**src/rtl/core/assert_macros.svh**
```systemverilog
// assertion macros for the recogniser rtl
// expects a clock named clk and a synchronous reset named rst in the including module
`ifndef ASSERT_MACROS_SVH
`define ASSERT_MACROS_SVH

// property holds at every edge outside reset
`define ASSERT_ALWAYS(label, expr, msg) \
  label: assert property (@(posedge clk) disable iff (rst) (expr)) else $error(msg);

// consequent holds in the same cycle as the antecedent
`define ASSERT_SAME(label, ante, cons, msg) \
  label: assert property (@(posedge clk) disable iff (rst) (ante) |-> (cons)) else $error(msg);

// consequent holds in the cycle after the antecedent
`define ASSERT_NEXT(label, ante, cons, msg) \
  label: assert property (@(posedge clk) disable iff (rst) (ante) |=> (cons)) else $error(msg);

`endif

```
**src/rtl/core/pda_ram.sv**
```systemverilog
// generic simple dual port ram, one write port and one registered read port
// no dependencies
module pda_ram #(
  parameter int WIDTH = 8,
  parameter int DEPTH = 64
) (
  input  logic                     clk,
  input  logic                     wr_en,
  input  logic [$clog2(DEPTH)-1:0] wr_addr,
  input  logic [WIDTH-1:0]         wr_data,
  input  logic [$clog2(DEPTH)-1:0] rd_addr,
  output logic [WIDTH-1:0]         rd_data
);

  logic [WIDTH-1:0] mem [DEPTH];

  always_ff @(posedge clk) begin
    if (wr_en) begin
      mem[wr_addr] <= wr_data;
    end
    rd_data <= mem[rd_addr];
  end

endmodule
```
**config.mk**
```make
export PLATFORM = sky130hd
export DESIGN_NAME = pda_ram
export DESIGN_NICKNAME = d
export VERILOG_FILES = /design/src/rtl/core/assert_macros.svh /design/src/rtl/core/pda_ram.sv
export SDC_FILE = /design/constraint.sdc
export NUM_CORES = 1
export LEC_CHECK = 0
export ABC_AREA = 1
export BUFFER_PORTS_ARGS = -buffer_cell sky130_fd_sc_hd__buf_2
export CAP_MARGIN = 20
export CORE_AREA = 4 4 212 214
export CTS_BUF_LIST = sky130_fd_sc_hd__clkbuf_16
export DETAILED_ROUTE_END_ITERATION = 12
export DIE_AREA = 0 0 216 218
export PLACE_DENSITY = 0.68
export SLEW_MARGIN = 20
export SYNTH_ARGS = -nofsm -noshare
export SYNTH_HDL_FRONTEND = slang
export SYNTH_SLANG_ARGS = --single-unit
```
**constraint.sdc**
```tcl
create_clock -name clk -period 2.1 [get_ports clk]
set_clock_uncertainty 0.1 [all_clocks]
set_input_delay 0.42 -clock clk [delete_from_list [all_inputs] [get_ports clk]]
set_output_delay 0.42 -clock clk [all_outputs]
set_load 0.02 [all_outputs]
```
Word level (Yosys, flattened, before mapping)
Memory sizes are Yosys's and may differ from the RTL's. A register that Yosys moved wholly into a read port is not among the register bits.
Cells that the tools add are included.

cells by class
  mux-type cells = 2

operators by type and width
  cell    number
  $mux 1  2

word-level totals
  register bits = 0
  memory bits (writable) = 512
  input port bits = 22
  output and inout bits = 8
  word-level logic and storage cells = 3
  memories = 1

memory list
  memory  depth  bits a word  read ports  clocked after memory_dff  wr ports  RTL line       source
  mem     64     8            1           1                         1         pda_ram.sv:15  logic [WIDTH-1:0] mem [DEPTH];

Longest topological paths before layout
  word-level depth = 2
  mapped depth = 12
  mapped depth without buffers = 9

Worst setup path before layout
Ideal clock, no wire load.

  path kind = input to register
  start point = in wr_en
  end point = mem mem[48][0], enable pin
  setup time = 0.395 ns
  data arrival time = 1.791 ns
  data required time = 1.605 ns
  slack = -0.186 ns
  stages = 3
  path buffers = 1
  cell sequence = clkbuf_1 nand4_1 nor4_1

on the way
  longest elaborated chain between the ends = 2

ends and longest elaborated chain
  item                          RTL line       source
  start, declared               pda_ram.sv:8   input logic wr_en,
  $mux 1                        pda_ram.sv:18  if (wr_en) begin
  $mux 1 (not written as such)  pda_ram.sv:19  mem[wr_addr] <= wr_data;
  end, declared                 pda_ram.sv:15

No other way between the ends.

Worst setup path after layout
  start point = reg rd_data[6] (read register of mem)
  end point = out rd_data[6]

RTL lines
  item             RTL line       source
  start, declared  pda_ram.sv:12  output logic [WIDTH-1:0] rd_data

No word-level cell between the ends.

==> results.json <==
{
  "outcome": "completed",
  "hp-class": "primary input to flop",
  "grt_pass1_vias": 13540,
  "rrSetupSlack_ns": 0.66,
  "netlist_area_mm2": 0.02134,
  "report.final.slew_viol_count": 0,
  "die_area_mm2": 0.04709,
  "nets": 1919,
  "row_count": 76,
  "ctsHoldBuffers": 0,
  "end_kind": "output port",
  "fin_crit_ns": 1.755,
  "rsz0062_at_grt": "false",
  "r2r_start": "mem[27][7]",
  "synth_seq_cells": 520,
  "synth.area.top_cells": "edfxtp_1 72%, nand2_1 11%, nand3_1 10%, buf_6 1.8%, nor2_1 0.99%",
  "path_buf_inv": 1,
  "critPathLaunchType": "flop",
  "routed_wl_um": 52300,
  "worst_setup_path_endpoint": "rd_data[6]",
  "maxCapViolations": 0,
  "drt-met1-wl_um": 21790,
  "viasPerCell": 5.560,
  "syn_nets": 1827,
  "path_cells": "buf_2",
  "routed.top_layer": "met4",
  "yosysWarnings": 0,
  "grt_pass1_wl_um": 80630,
  "worst_pin_slew_ns": 0.8284,
  "vdd_drop_max_mv": 0.6680,
  "rr_worst_depth": 8,
  "ys_seq_area_share_pct": 72.80,
  "cts_tree": "yes",
  "start_util_pct": 49.76,
  "syn_area_per_cell_um2": 11.82,
  "h-tree-depth": 2,
  "total_power_mw": 21.55,
  "netlist_instances": 1805,
  "postRouteAntennaNets": 0,
  "synth.distinct_cells": 16,
  "reg2reg_to": "rd_data[7]",
  "place.gp.congestion": 0.8688,
  "critPathSlowestCell": "dfxtp_1",
  "grt_usage_pct": 22.09,
  "ctsRootBufferMaster": "clkbuf_16",
  "clkLatencyLatePin_ns": 0.59,
  "arrival_ns": 1.23,
  "antenna_found_initial": 1,
  "met3_length_um": 4544,
  "post-route-period-util_pct": 83.55,
  "die_y_um": 218,
  "path_clk_slew_ns": 0.06,
  "cp.depth": 1,
  "routedWlPerCell_um": 20.71,
  "mostFrequentLayoutCells": "648 x nand2_1, 512 x edfxtp_1, 439 x nand3_1",
  "cts_buffers": 51,
  "required_ns": 1.58,
  "cpLargestDelayFamily": "flip-flops",
  "clock_sinks": 520,
  "fmax_mhz": 569.9,
  "yosysTopAreaCellShare_pct": 72.05,
  "drc_errors": 0,
  "layout_commonest_cell": "nand2_1",
  "io_buffer_count": 29,
  "yosysTopAreaCell": "edfxtp_1",
  "slowest_delay_ns": 0.43,
  "grt_max_degree": 70,
  "leakage_nw": 8.919,
  "post_cts_buffers": 0,
  "slew_headroom_pct": 44.77,
  "dp_hpwl_um": 30760,
  "hold_viol": 0,
  "firstDrtPassIters": 5,
  "area_delta_synth_final_pct": 13.26,
  "vias": 14040,
  "worstPathMaxFanout": 1,
  "powerDensity_mw_per_mm2": 891.8,
  "cts.path.max_buffers": 3,
  "grt-ovfl-total": 0,
  "worstSetupPathType": "flop to output port",
  "hold_slack_ns": 0.1335,
  "cts-resized-gates": 0,
  "routed-wl-met2_um": 24520,
  "drive_above_1_share_pct": 11.19,
  "core_area_mm2": 0.04289,
  "setup_violations": 0,
  "critPathLaunch": "rd_data[6]",
  "drt_iter0_drc": 1562,
  "pin_count": 30,
  "fp.dieW_um": 216
}
==> metrics by stage <==
step / utilization, % / cell area [µm²] / instances / TNS (ns) / setup slack [ns]
5_1_grt: 56.35 / 24170 / 2525 / 0 / 0.3034
6_report: 56.35 / 24170 / 2525 / 0 / 0.3454
2_1_floorplan: - / 21340 / 1805 / -11.91 / -0.1861
3_5_place_dp: 52.68 / 22590 / 2429 / 0 / 0.03807
4_1_cts: 56.35 / 24170 / 2524 / 0 / 0.3082
3_3_place_gp: 52.68 / 22590 / 2429 / 0 / 0.04112
==> report_power, final <==
| group | internal, mW | leakage, nW | switching [mW] |
|---|---|---|---|
| clock | 4.89 | 0.831 | 3.73 |
| combinational | 0.395 | 3.41 | 1.02 |
| sequential | 11.5 | 4.67 | 0.0301 |
==> cells by family after synthesis <==
family / after synthesis / share of synthesized area (%)
and+or+nand+nor: 1160 / 23.18
DFF: 520 / 72.80
buffers and inverters: 125 / 4.022
==> cells in the mapped netlist <==
library cell,number
nand2_1,648
edfxtp_1,512
nand3_1,439
nor2_1,56
buf_2,37
buf_6,35
clkbuf_1,15
buf_4,14
buf_1,10
inv_1,10
nand4_1,9
dfxtp_1,8
nor4_1,8
buf_8,2
inv_2,1
inv_6,1
==> registers in the layout (all words and copies together) (netlist names) <==
register,flops
rd_data,8
mem,512
==> layout make-up <==
| cell class | instances | area (µm²) |
|---|---|---|
| Multi-Input combinational cell | 1160 | 4946 |
| Inverter | 12 | 52.55 |
| Clock inverter | 42 | 246.5 |
| Fill cell | 3498 | 18720 |
| Sequential cell | 520 | 15530 |
| Antenna cell | 1 | 2.502 |
| Tap cell | 585 | 732.0 |
| Timing Repair Buffer | 152 | 1328 |
| Clock buffer | 53 | 1326 |
==> per-layer routing <==
metal / up-vias / global-route usage (%)
met3: 101 / 3.692
li1: 6533 / -
met2: 654 / 34.89
met1: 6751 / 31.78
met4: 0 / 7.041
met5: - / 0
==> worst min path at each step <==
| stage | startpoint | to | slack, ns | cells after the start |
|---|---|---|---|---|
| final | rd_addr[5] | rd_data[3] | 0.13 | 3 |
| after CTS | rd_addr[5] | rd_data[3] | 0.09 | 3 |
| after detailed placement | mem[42][2] | rd_data[2] | 0.71 | 8 |
| after global placement | mem[40][4] | rd_data[4] | 0.68 | 8 |
| after floorplan | wr_data[0] | mem[0][0] | 0.42 | 0 |
| after global routing | rd_addr[5] | rd_data[2] | 0.12 | 3 |
No activity file was read; power rests on OpenSTA's default activity.
